[src/ppc_pkg.sv]
// Shared types and constants for the polygon point containment block.
package ppc_pkg;

    localparam int DEF_MAX_VERTICES  = 64;
    localparam int DEF_COORD_BITS    = 16;
    localparam int INDEX_BITS        = 6;
    localparam int MODE_BITS         = 2;
    localparam int MIN_POLY_VERTICES = 3;

    typedef enum logic [MODE_BITS-1:0] {
        MODE_CLEAR  = 2'd0,
        MODE_APPEND = 2'd1,
        MODE_SET    = 2'd2,
        MODE_QUERY  = 2'd3
    } t_mode;

    // Commands from the controller to the datapath, valid for one cycle.
    typedef struct packed {
        logic wr;           // write the input vertex into the store
        logic box_clear;    // set the bounding box to all zero
        logic box_add;      // widen the box by the input vertex
        logic box_first;    // the added vertex is the only one stored
        logic q_start;      // latch the query point, clear the parity
        logic issue;        // a vertex read (or closing edge) enters the walk
        logic issue_first;  // this entry is vertex zero
        logic issue_close;  // closing edge, uses the saved first vertex
        logic issue_last;   // last entry of the walk
        logic issue_box;    // the walk rebuilds the box instead of counting
        logic res_now;      // deliver a result at once
        logic res_ok;       // accepted flag of that result
    } t_dp_cmd;

    // Status from the datapath back to the controller.
    typedef struct packed {
        logic in_box;       // input point lies in the half-open box
        logic scan_done;    // last walk entry has left the pipeline
    } t_dp_status;

endpackage

[src/ppc_ram.sv]
// Generic single-port-write, single-port-read RAM with registered read data.
module ppc_ram #(
    parameter int WIDTH = 32,
    parameter int DEPTH = 64
) (
    input  logic                     i_clk,
    input  logic                     i_we,
    input  logic [$clog2(DEPTH)-1:0] i_waddr,
    input  logic [WIDTH-1:0]         i_wdata,
    input  logic [$clog2(DEPTH)-1:0] i_raddr,
    output logic [WIDTH-1:0]         o_rdata
);

    logic [WIDTH-1:0] r_mem [DEPTH];
    logic [WIDTH-1:0] r_rdata;

    always_ff @(posedge i_clk) begin
        if (i_we) begin
            r_mem[i_waddr] <= i_wdata;
        end
        r_rdata <= r_mem[i_raddr];
    end

    assign o_rdata = r_rdata;

endmodule

[src/ppc_ctrl.sv]
// Controller state machine: vertex count, walk sequencing and immediate results.
module ppc_ctrl #(
    parameter int MAX_VERTICES = ppc_pkg::DEF_MAX_VERTICES,
    parameter int AW           = $clog2(MAX_VERTICES)
) (
    input  logic                           i_clk,
    input  logic                           i_rst_n,
    input  logic                           i_start,
    input  logic [ppc_pkg::MODE_BITS-1:0]  i_mode,
    input  logic [ppc_pkg::INDEX_BITS-1:0] i_vertex_index,
    input  ppc_pkg::t_dp_status            i_status,
    output logic                           o_busy,
    output ppc_pkg::t_dp_cmd               o_cmd,
    output logic [AW-1:0]                  o_waddr,
    output logic [AW-1:0]                  o_raddr
);

    localparam int CNTW = $clog2(MAX_VERTICES + 1);
    localparam int CMPW = (CNTW > ppc_pkg::INDEX_BITS) ? CNTW : ppc_pkg::INDEX_BITS;

    typedef enum logic [2:0] {
        S_IDLE = 3'b001,
        S_SCAN = 3'b010,
        S_WAIT = 3'b100
    } t_state;

    t_state            r_state, n_state;
    logic [CNTW-1:0]   r_count, n_count;
    logic [CNTW-1:0]   r_idx, n_idx;
    logic              r_box_scan, n_box_scan;
    logic [CMPW-1:0]   idx_ext;
    logic [CMPW-1:0]   count_ext;

    assign idx_ext   = CMPW'(i_vertex_index);
    assign count_ext = CMPW'(r_count);

    always_comb begin
        n_state    = r_state;
        n_count    = r_count;
        n_idx      = r_idx;
        n_box_scan = r_box_scan;
        o_cmd      = '0;
        o_waddr    = r_count[AW-1:0];
        o_raddr    = r_idx[AW-1:0];
        unique case (r_state)
            S_IDLE: begin
                if (i_start) begin
                    unique case (i_mode)
                        ppc_pkg::MODE_CLEAR: begin
                            n_count         = '0;
                            o_cmd.box_clear = 1'b1;
                            o_cmd.res_now   = 1'b1;
                            o_cmd.res_ok    = 1'b1;
                        end
                        ppc_pkg::MODE_APPEND: begin
                            o_cmd.res_now = 1'b1;
                            if (r_count < CNTW'(MAX_VERTICES)) begin
                                o_cmd.wr        = 1'b1;
                                o_cmd.box_add   = 1'b1;
                                o_cmd.box_first = (r_count == '0);
                                o_cmd.res_ok    = 1'b1;
                                n_count         = r_count + CNTW'(1);
                            end
                        end
                        ppc_pkg::MODE_SET: begin
                            o_waddr = idx_ext[AW-1:0];
                            if (idx_ext < count_ext) begin
                                // The box is rebuilt from every stored vertex.
                                o_cmd.wr   = 1'b1;
                                n_idx      = '0;
                                n_box_scan = 1'b1;
                                n_state    = S_SCAN;
                            end else begin
                                o_cmd.res_now = 1'b1;
                            end
                        end
                        ppc_pkg::MODE_QUERY: begin
                            if (r_count < CNTW'(ppc_pkg::MIN_POLY_VERTICES) ||
                                !i_status.in_box) begin
                                o_cmd.res_now = 1'b1;
                                o_cmd.res_ok  = 1'b1;
                            end else begin
                                o_cmd.q_start = 1'b1;
                                n_idx         = '0;
                                n_box_scan    = 1'b0;
                                n_state       = S_SCAN;
                            end
                        end
                        default: begin
                            o_cmd.res_now = 1'b1;
                        end
                    endcase
                end
            end
            S_SCAN: begin
                o_cmd.issue     = 1'b1;
                o_cmd.issue_box = r_box_scan;
                if (r_box_scan) begin
                    o_cmd.issue_first = (r_idx == '0);
                    if (r_idx == r_count - CNTW'(1)) begin
                        o_cmd.issue_last = 1'b1;
                        n_state          = S_WAIT;
                    end else begin
                        n_idx = r_idx + CNTW'(1);
                    end
                end else if (r_idx == r_count) begin
                    o_cmd.issue_close = 1'b1;
                    o_cmd.issue_last  = 1'b1;
                    n_state           = S_WAIT;
                end else begin
                    o_cmd.issue_first = (r_idx == '0);
                    n_idx             = r_idx + CNTW'(1);
                end
            end
            S_WAIT: begin
                if (i_status.scan_done) begin
                    n_state = S_IDLE;
                end
            end
            default: begin
                n_state = S_IDLE;
            end
        endcase
    end

    always_ff @(posedge i_clk) begin
        if (!i_rst_n) begin
            r_state    <= S_IDLE;
            r_count    <= '0;
            r_idx      <= '0;
            r_box_scan <= 1'b0;
        end else begin
            r_state    <= n_state;
            r_count    <= n_count;
            r_idx      <= n_idx;
            r_box_scan <= n_box_scan;
        end
    end

    assign o_busy = (r_state != S_IDLE);

endmodule

[src/ppc_dp.sv]
// Datapath: vertex store, bounding box, edge crossing pipeline and result registers.
module ppc_dp #(
    parameter int MAX_VERTICES = ppc_pkg::DEF_MAX_VERTICES,
    parameter int COORD_BITS   = ppc_pkg::DEF_COORD_BITS,
    parameter int AW           = $clog2(MAX_VERTICES)
) (
    input  logic                         i_clk,
    input  logic                         i_rst_n,
    input  ppc_pkg::t_dp_cmd             i_cmd,
    input  logic [AW-1:0]                i_waddr,
    input  logic [AW-1:0]                i_raddr,
    input  logic signed [COORD_BITS-1:0] i_coord_x,
    input  logic signed [COORD_BITS-1:0] i_coord_y,
    output ppc_pkg::t_dp_status          o_status,
    output logic                         o_done,
    output logic                         o_inside_res,
    output logic                         o_accepted
);

    localparam int CB = COORD_BITS;
    localparam int PW = 2 * (CB + 1);

    logic [2*CB-1:0]        rdata;
    logic signed [CB-1:0]   q_x, q_y, cur_x, cur_y;

    logic signed [CB-1:0]   r_box_left, r_box_top, r_box_right, r_box_bottom;
    logic signed [CB-1:0]   r_px, r_py;
    logic signed [CB-1:0]   r_first_x, r_first_y, r_prev_x, r_prev_y;

    // Stage 1: read data of the store, aligned with its command.
    logic r_s1_valid, r_s1_first, r_s1_close, r_s1_last, r_s1_box;
    // Stage 2: edge operands and range flags.
    logic                 r_s2_valid, r_s2_last, r_s2_cand, r_s2_vert;
    logic signed [CB:0]   r_s2_a, r_s2_b, r_s2_c, r_s2_d;
    // Stage 3: the two cross products.
    logic                 r_s3_valid, r_s3_last, r_s3_cand, r_s3_vert;
    logic signed [PW-1:0] r_p1, r_p2;

    logic r_parity;
    logic r_done, r_inside, r_accepted;

    logic signed [CB-1:0] ymin, ymax, xmax;
    logic signed [CB:0]   px_e, py_e, x1_e, y1_e, x2_e, y2_e, dy;
    logic signed [PW-1:0] p1, p2;
    logic                 edge_en, box_last, hit, parity_n;

    ppc_ram #(
        .WIDTH (2 * CB),
        .DEPTH (MAX_VERTICES)
    ) u_store (
        .i_clk   (i_clk),
        .i_we    (i_cmd.wr),
        .i_waddr (i_waddr),
        .i_wdata ({i_coord_x, i_coord_y}),
        .i_raddr (i_raddr),
        .o_rdata (rdata)
    );

    assign q_x   = rdata[2*CB-1:CB];
    assign q_y   = rdata[CB-1:0];
    assign cur_x = r_s1_close ? r_first_x : q_x;
    assign cur_y = r_s1_close ? r_first_y : q_y;

    assign o_status.in_box = (i_coord_x >= r_box_left) && (i_coord_x < r_box_right) &&
                             (i_coord_y >= r_box_top) && (i_coord_y < r_box_bottom);

    // Edge from the previous vertex to the current one.
    always_comb begin
        ymin = (r_prev_y < cur_y) ? r_prev_y : cur_y;
        ymax = (r_prev_y < cur_y) ? cur_y : r_prev_y;
        xmax = (r_prev_x < cur_x) ? cur_x : r_prev_x;
        px_e = {r_px[CB-1], r_px};
        py_e = {r_py[CB-1], r_py};
        x1_e = {r_prev_x[CB-1], r_prev_x};
        y1_e = {r_prev_y[CB-1], r_prev_y};
        x2_e = {cur_x[CB-1], cur_x};
        y2_e = {cur_y[CB-1], cur_y};
        dy   = y2_e - y1_e;
    end

    assign edge_en  = r_s1_valid && !r_s1_box && !r_s1_first;
    assign box_last = r_s1_valid && r_s1_box && r_s1_last;

    assign p1 = r_s2_a * r_s2_b;
    assign p2 = r_s2_c * r_s2_d;

    assign hit      = r_s3_valid && r_s3_cand && (r_s3_vert || (r_p1 <= r_p2));
    assign parity_n = r_parity ^ hit;

    assign o_status.scan_done = box_last || (r_s3_valid && r_s3_last);

    // Pipeline control.
    always_ff @(posedge i_clk) begin
        if (!i_rst_n) begin
            r_s1_valid <= 1'b0;
            r_s2_valid <= 1'b0;
            r_s3_valid <= 1'b0;
            r_parity   <= 1'b0;
        end else begin
            r_s1_valid <= i_cmd.issue;
            r_s2_valid <= edge_en;
            r_s3_valid <= r_s2_valid;
            if (i_cmd.q_start) begin
                r_parity <= 1'b0;
            end else begin
                r_parity <= parity_n;
            end
        end
    end

    // Pipeline payload.
    always_ff @(posedge i_clk) begin
        r_s1_first <= i_cmd.issue_first;
        r_s1_close <= i_cmd.issue_close;
        r_s1_last  <= i_cmd.issue_last;
        r_s1_box   <= i_cmd.issue_box;
        if (i_cmd.q_start) begin
            r_px <= i_coord_x;
            r_py <= i_coord_y;
        end
        if (r_s1_valid && !r_s1_box) begin
            if (r_s1_first) begin
                r_first_x <= q_x;
                r_first_y <= q_y;
            end
            r_prev_x <= cur_x;
            r_prev_y <= cur_y;
        end
        r_s2_last <= r_s1_last;
        r_s2_cand <= (r_py > ymin) && (r_py <= ymax) && (r_px <= xmax) &&
                     (r_prev_y != cur_y);
        r_s2_vert <= (r_prev_x == cur_x);
        r_s2_a    <= px_e - x1_e;
        r_s2_b    <= dy[CB] ? -dy : dy;
        r_s2_c    <= dy[CB] ? (y1_e - py_e) : (py_e - y1_e);
        r_s2_d    <= x2_e - x1_e;
        r_s3_last <= r_s2_last;
        r_s3_cand <= r_s2_cand;
        r_s3_vert <= r_s2_vert;
        r_p1      <= p1;
        r_p2      <= p2;
    end

    // Bounding box.
    always_ff @(posedge i_clk) begin
        if (!i_rst_n) begin
            r_box_left   <= '0;
            r_box_top    <= '0;
            r_box_right  <= '0;
            r_box_bottom <= '0;
        end else if (i_cmd.box_clear) begin
            r_box_left   <= '0;
            r_box_top    <= '0;
            r_box_right  <= '0;
            r_box_bottom <= '0;
        end else if (i_cmd.box_add) begin
            if (i_cmd.box_first || i_coord_x < r_box_left) r_box_left <= i_coord_x;
            if (i_cmd.box_first || i_coord_x > r_box_right) r_box_right <= i_coord_x;
            if (i_cmd.box_first || i_coord_y < r_box_top) r_box_top <= i_coord_y;
            if (i_cmd.box_first || i_coord_y > r_box_bottom) r_box_bottom <= i_coord_y;
        end else if (r_s1_valid && r_s1_box) begin
            if (r_s1_first || q_x < r_box_left) r_box_left <= q_x;
            if (r_s1_first || q_x > r_box_right) r_box_right <= q_x;
            if (r_s1_first || q_y < r_box_top) r_box_top <= q_y;
            if (r_s1_first || q_y > r_box_bottom) r_box_bottom <= q_y;
        end
    end

    // Result registers.
    always_ff @(posedge i_clk) begin
        if (!i_rst_n) begin
            r_done     <= 1'b0;
            r_inside   <= 1'b0;
            r_accepted <= 1'b0;
        end else if (i_cmd.res_now) begin
            r_done     <= 1'b1;
            r_inside   <= 1'b0;
            r_accepted <= i_cmd.res_ok;
        end else if (box_last) begin
            r_done     <= 1'b1;
            r_inside   <= 1'b0;
            r_accepted <= 1'b1;
        end else if (r_s3_valid && r_s3_last) begin
            r_done     <= 1'b1;
            r_inside   <= parity_n;
            r_accepted <= 1'b1;
        end else begin
            r_done     <= 1'b0;
            r_inside   <= 1'b0;
            r_accepted <= 1'b0;
        end
    end

    assign o_done       = r_done;
    assign o_inside_res = r_inside;
    assign o_accepted   = r_accepted;

endmodule

[src/polygon_point_containment.sv]
// Top level of the polygon point containment block: controller, datapath and checks.
//
// The block keeps a polygon of up to MAX_VERTICES signed vertices and its
// bounding box, and answers whether a point lies inside by even-odd crossing count.
// An item is accepted at a rising edge with start high and busy low. Its mode
// selects clear, append a vertex, overwrite a vertex by index, or query a point.
// Each item yields exactly one result, shown on o_inside_res and o_accepted for a
// single cycle while o_done is high; the receiver cannot stall, so a result is
// taken in the cycle it appears.
// Clear, append, a rejected set and a query answered by the count or box check
// give their result in the cycle after acceptance and leave busy low, so such items
// can follow every cycle.
// A set rewrites the vertex and then rebuilds the box by reading every stored
// vertex, one per cycle from the store's single read port; the result arrives in
// the cycle in which busy drops.
// A full query reads the stored vertices one per cycle, adds the closing edge, and
// runs each edge through a three-stage crossing pipeline with an exact integer
// cross-multiplication; busy stays high until its result arrives, so a new query
// cannot be taken before the last one is answered.
// Reset is synchronous and active low; it empties the polygon and zeroes the box.
// The vertex store itself is not cleared; only written slots are ever used.
module polygon_point_containment #(
    parameter int MAX_VERTICES = ppc_pkg::DEF_MAX_VERTICES,
    parameter int COORD_BITS   = ppc_pkg::DEF_COORD_BITS
) (
    input  logic                           i_clk,
    input  logic                           i_rst_n,
    input  logic                           start,
    output logic                           busy,
    input  logic [ppc_pkg::MODE_BITS-1:0]  i_mode,
    input  logic [ppc_pkg::INDEX_BITS-1:0] i_vertex_index,
    input  logic signed [COORD_BITS-1:0]   i_coord_x,
    input  logic signed [COORD_BITS-1:0]   i_coord_y,
    output logic                           o_done,
    output logic                           o_inside_res,
    output logic                           o_accepted
);

    localparam int AW = $clog2(MAX_VERTICES);

    ppc_pkg::t_dp_cmd    cmd;
    ppc_pkg::t_dp_status status;
    logic [AW-1:0]       waddr;
    logic [AW-1:0]       raddr;

    // The controller sequences every item and owns the vertex count.
    ppc_ctrl #(
        .MAX_VERTICES (MAX_VERTICES),
        .AW           (AW)
    ) u_ctrl (
        .i_clk          (i_clk),
        .i_rst_n        (i_rst_n),
        .i_start        (start),
        .i_mode         (i_mode),
        .i_vertex_index (i_vertex_index),
        .i_status       (status),
        .o_busy         (busy),
        .o_cmd          (cmd),
        .o_waddr        (waddr),
        .o_raddr        (raddr)
    );

    // The datapath holds the store, the box, the crossing pipeline and the result.
    ppc_dp #(
        .MAX_VERTICES (MAX_VERTICES),
        .COORD_BITS   (COORD_BITS),
        .AW           (AW)
    ) u_dp (
        .i_clk        (i_clk),
        .i_rst_n      (i_rst_n),
        .i_cmd        (cmd),
        .i_waddr      (waddr),
        .i_raddr      (raddr),
        .i_coord_x    (i_coord_x),
        .i_coord_y    (i_coord_y),
        .o_status     (status),
        .o_done       (o_done),
        .o_inside_res (o_inside_res),
        .o_accepted   (o_accepted)
    );

    // The store is only written by an item accepted in that same cycle.
    a_write_on_accept: assert property (@(posedge i_clk) disable iff (!i_rst_n)
        cmd.wr |-> (start && !busy))
        else $error("vertex store written without an accepted item");

    // A walk can only finish while the block is busy with it.
    a_scan_done_busy: assert property (@(posedge i_clk) disable iff (!i_rst_n)
        status.scan_done |-> busy)
        else $error("walk finished while idle");

    // An inside answer is always a delivered, accepted result.
    a_inside_is_result: assert property (@(posedge i_clk) disable iff (!i_rst_n)
        o_inside_res |-> (o_done && o_accepted))
        else $error("inside flag outside a result");

    // A clear item is answered in the next cycle as accepted and not inside.
    a_clear_result: assert property (@(posedge i_clk) disable iff (!i_rst_n)
        (start && !busy && i_mode == ppc_pkg::MODE_CLEAR) |=>
        (o_done && o_accepted && !o_inside_res))
        else $error("clear item not answered in the next cycle");

endmodule
[config.mk]
export PLATFORM = sky130hd
export DESIGN_NAME = polygon_point_containment
export DESIGN_NICKNAME = d
export VERILOG_FILES = /design/src/ppc_pkg.sv /design/src/ppc_ram.sv /design/src/ppc_ctrl.sv /design/src/ppc_dp.sv /design/src/polygon_point_containment.sv
export SDC_FILE = /design/constraint.sdc
export NUM_CORES = 2
export LEC_CHECK = 0
export ABC_AREA = 1
export BUFFER_PORTS_ARGS = -buffer_cell sky130_fd_sc_hd__buf_2
export CAP_MARGIN = 20
export CELL_PAD_IN_SITES_DETAIL_PLACEMENT = 1
export CELL_PAD_IN_SITES_GLOBAL_PLACEMENT = 2
export CORE_MARGIN = 3
export CORE_UTILIZATION = 45
export CTS_CLUSTER_DIAMETER = 60
export DETAILED_ROUTE_END_ITERATION = 10
export PLACE_DENSITY_LB_ADDON = 0.1
export REMOVE_ABC_BUFFERS = 1
export SLEW_MARGIN = 20
export SYNTH_ARGS = -nofsm -noshare
export SYNTH_HDL_FRONTEND = slang
export SYNTH_SLANG_ARGS = --single-unit
[constraint.sdc]
create_clock -name i_clk -period 14.2 [get_ports i_clk]
set_input_delay 2.84 -clock i_clk [delete_from_list [all_inputs] [get_ports i_clk]]
set_output_delay 2.84 -clock i_clk [all_outputs]
set_load 0.01 [all_outputs]
==> key figures <==
Global route
  – Gr ovfl total: 0
  – GR Util All Layers: 0.298
  – Vias in the first global route: a little over 90000
  – First-pass GRT wire length: 615 mm
  – Largest net degree at the start of global routing: 164
  – Initial antenna violation count: 17

Worst hold path
  – Worst Hold Depth: 0
  – HP Class: flop to flop
  – Hold_sp: u_dp.r_s2_last
  – Worst hold endpoint: u_dp.r_s3_last

Layout
  – Layout cell share with drive strength beyond 1: 0.0697
  – Non-filler instance count after layout: 14900
  – Nets: 12200
  – Synth-to-layout area growth: 11.1%

STA
  – Hold Vio Cnt, Final: 0
  – # setup viols final: 0
  – TNS Setup: 0 ns
  – Fin crit share: 0.485
  – Max Clock Skew: 0.0734 ns
  – Slew headroom: 0.198
  – Worst slew pin tran: 1.19 ns
  – Max-slew violation count: 0
  – Fin crit period: ~7 ns
  – RSZ-0062 raised after global routing: no
  – Achievable Freq: 145 MHz

Critical path
  – Cells on worst reg2reg path: 18
  – Critical path startpoint category: flop
  – Crit path DAT: 7.60 ns
  – Reg2reg start: u_dp.r_s2_b[2]
  – Worst Path Required: 14.92 ns
  – Worst reg-to-reg setup slack: 7.32 ns
  – WS Path Type: flop to flop
  – Worst r2r dst: u_dp.r_p1[31]
  – CP max FO: 17
  – CP Capture Type: flop
  – CP startpoint: u_dp.r_s2_b[2]

Clock network
  – Clk buf depth: 4
  – Clock sinks: 2411
  – Num CTS Buffers: between 200 and 300
  – Worst-Skew Late Latency: 0.90 ns
  – Postcts setup bufs: 0
  – Post-cts resize count: 0
  – Clock Root Buffer: clkbuf_16
  – CTS clk-pin slew, worst paths: 0.06 ns
  – H-tree levels: 5
  – Hold buffers post-CTS: 0
  – CTS tree: done

Yosys
  – Ys flop type: edfxtp_1
  – Ys async rst share: 0
  – Cells after Synth: 11200
  – Synth Area in Adders: 0.145
  – Yosys cell types: 68
  – XOR/XNOR Fraction of Synth Area: 0.0118
  – Post-synthesis simple-gate area fraction: 0.105
  – Synthesis warning total: 0
  – Seq cells post-synth: 2411
  – Synth Cell Area: 123000 µm²
  – Post-synthesis sequential area ratio: 0.565
  – Main combinational cell family by area after synthesis: adder cells
  – Mux contribution to synthesized area: 0.00146
  – Post-synth EDFFs: roughly 2100
  – Compound-Gate Fraction of Synth Area: 0.110
  – Post-Syn Area per Cell: between 10 and 15 µm²

Run
  – Max Cap Viol: 0

Route
  – Average wire per standard cell: between 20 and 30 µm
  – Vias: 86500
  – Antenna-violating nets left: 0
  – Vias per cell: 5.80
  – TritonRoute pass-1 iters: 5
  – DR iter-0 viols: 7507
  – WL final: roughly 420 mm
  – Residual DRC count: 0

Placement
  – Port bufs: 46
  – Placed insts: 14400
  – Detailed placement HPWL: 278 mm
  – Final GP Congestion: 0.859

Die
  – Die Span X: around 530 µm
  – Die area: 280000 µm²
  – Die Y: between 500 and 600 µm
  – Initial core utilization: 0.454
  – Core area: 272000 µm²
  – I/O pin count: 47
  – # rows: about 190

Run status
  – Status: complete, no violations
## worst max-delay path, cell delays in order (launching register included)
cell	delay, ns
dfxtp_1	0.92
nand2_1	0.23
inv_1	0.19
fa_1	0.58
fa_1	0.98
fa_1	0.54
fa_1	0.52
fa_1	0.56
inv_1	0.07
fa_1	0.48
inv_1	0.04
ha_1	0.37
a21oi_1	0.19
o21ai_0	0.11
a21o_1	0.19
a21boi_0	0.49
o21ai_0	0.15
nand2_1	0.09
nand2_1	0.05
## placed cells by master, fill, tap and decap left out, types with 28 or more instances in the layout
cell type and count:
xnor2_1 67, ha_1 475, nand3_1 223, clkbuf_1 54, o211ai_1 83, o221ai_1 168
buf_2 45, clkbuf_16 277, edfxtp_1 2144, buf_4 174, fa_1 597, nand4_1 72
dfxtp_1 260, nand2_1 1414, nor3_1 36, inv_1 1311, o21ai_0 1245, xor2_1 99
nor2_4 67, a21oi_1 316, nor2_1 1346, a31oi_1 38, clkinv_2 36, clkinv_1 59
buf_12 28, o22ai_1 341
## area by class of cell
cell class                      count  area (µm²)
Antenna cell                        9        22.5
Clock buffer                      336        7200
Clock inverter                    157        1600
Fill cell                       28500      135000
Inverter                         1333        5030
Multi-Input combinational cell   6839       46500
Sequential cell                  2411       69700
Tap cell                         3570        4470
Timing Repair Buffer              259        2420
## Yosys cell counts, drive strengths merged, types with 2 or more instances
| master | count | area [µm²] |
|---|---|---|
| a211o | 2 | 17.5 |
| and3 | 5 | 31.3 |
| nor2 | 1417 | 5350 |
| or2 | 15 | 93.8 |
| nand3b | 7 | 52.6 |
| nand3 | 227 | 1150 |
| a21o | 13 | 97.6 |
| a21boi | 5 | 37.5 |
| o21bai | 16 | 120 |
| and2 | 3 | 18.8 |
| o2111ai | 3 | 26.3 |
| a21oi | 322 | 1640 |
| o221ai | 168 | 1470 |
| nand4 | 80 | 551 |
| clkinv | 2 | 8.75 |
| a22o | 14 | 123 |
| a311oi | 3 | 26.3 |
| o21ai | 1275 | 6410 |
| fa | 597 | 12000 |
| nor4 | 10 | 62.6 |
| a31oi | 38 | 238 |
| o31ai | 6 | 45.0 |
| nor3b | 4 | 30.0 |
| nor3 | 40 | 228 |
| buf | 193 | 1020 |
| a221oi | 23 | 201 |
| a31o | 10 | 87.6 |
| nand2 | 1420 | 5350 |
| a221o | 4 | 40.0 |
| a211oi | 10 | 75.1 |
| edfxtp | 2144 | 64400 |
| inv | 1331 | 5000 |
| mux2i | 18 | 180 |
| ha | 475 | 5940 |
| o22ai | 341 | 2130 |
| dfxtp | 267 | 5350 |
| xor2 | 99 | 867 |
| o21a | 15 | 113 |
| o211ai | 83 | 623 |
| xnor2 | 67 | 587 |
| clkbuf | 423 | 1590 |
## registers in the layout, summed over array words and instances (netlist names), 3 cells and up
signal / flops
u_dp.u_store.r_mem: 2048
u_dp.r_p1: 34
u_dp.r_p2: 34
u_dp.u_store.o_rdata: 32
u_dp.r_s2_a: 17
u_dp.r_s2_b: 17
u_dp.r_s2_c: 17
u_dp.r_s2_d: 17
u_dp.r_box_bottom: 16
u_dp.r_box_left: 16
u_dp.r_box_right: 16
u_dp.r_box_top: 16
u_dp.r_first_x: 16
u_dp.r_first_y: 16
u_dp.r_prev_x: 16
u_dp.r_prev_y: 16
u_dp.r_px: 16
u_dp.r_py: 16
u_ctrl.count_ext: 7
u_ctrl.r_idx: 7
u_ctrl.r_state: 3
## per-stage QoR
| stage | hold WS (ns) | utilization | worst slack, ns | area, µm² |
|---|---|---|---|---|
| final | 0.340 | 0.504 | 7.32 | 137000 |
| after global routing | 0.342 | 0.504 | 6.84 | 137000 |
| after CTS | 0.334 | 0.503 | 7.28 | 137000 |
| after detailed placement | 0.313 | 0.471 | 6.86 | 128000 |
| after global placement | 0.310 | 0.469 | 6.83 | 128000 |
| after floorplan | 0.310 | - | -35.93 | 121000 |
## worst max path at each step
stage                                 end  slack [ns]  cells past startpoint
5_1_grt                     u_dp.r_p1[31]        6.84                     18
3_3_place_gp    u_dp.u_store.r_mem[44][7]        6.83                     10
2_1_floorplan     u_dp.u_store.o_rdata[3]      -35.93                      6
4_1_cts                     u_dp.r_p1[33]        7.28                     18
6_report                    u_dp.r_p1[31]        7.32                     18
3_5_place_dp   u_dp.u_store.r_mem[13][13]        6.86                     10
## cells by family after synthesis
group	Yosys count
AOI/OAI and AO/OA	2355
and+or+nand+nor	3228
DFF	2411
muxes	18
xor gates and xnor gates	166
buffers and inverters	1949
adders and majority gates	1072
## layer usage
layer / routed length (µm) / up-vias / global-route usage / part of all wire
met1: 166000 / 45000 / 0.369 / 0.39
met5: 13 / - / 0 / 0.000031
li1: - / 38300 / - / -
met3: 20400 / 758 / 0.0297 / 0.049
met2: 210000 / 2482 / 0.517 / 0.50
met4: 25300 / 2 / 0.156 / 0.060
Power is not shown: default switching activity piles up to over one toggle a cycle in this logic, so the estimate is an artifact.
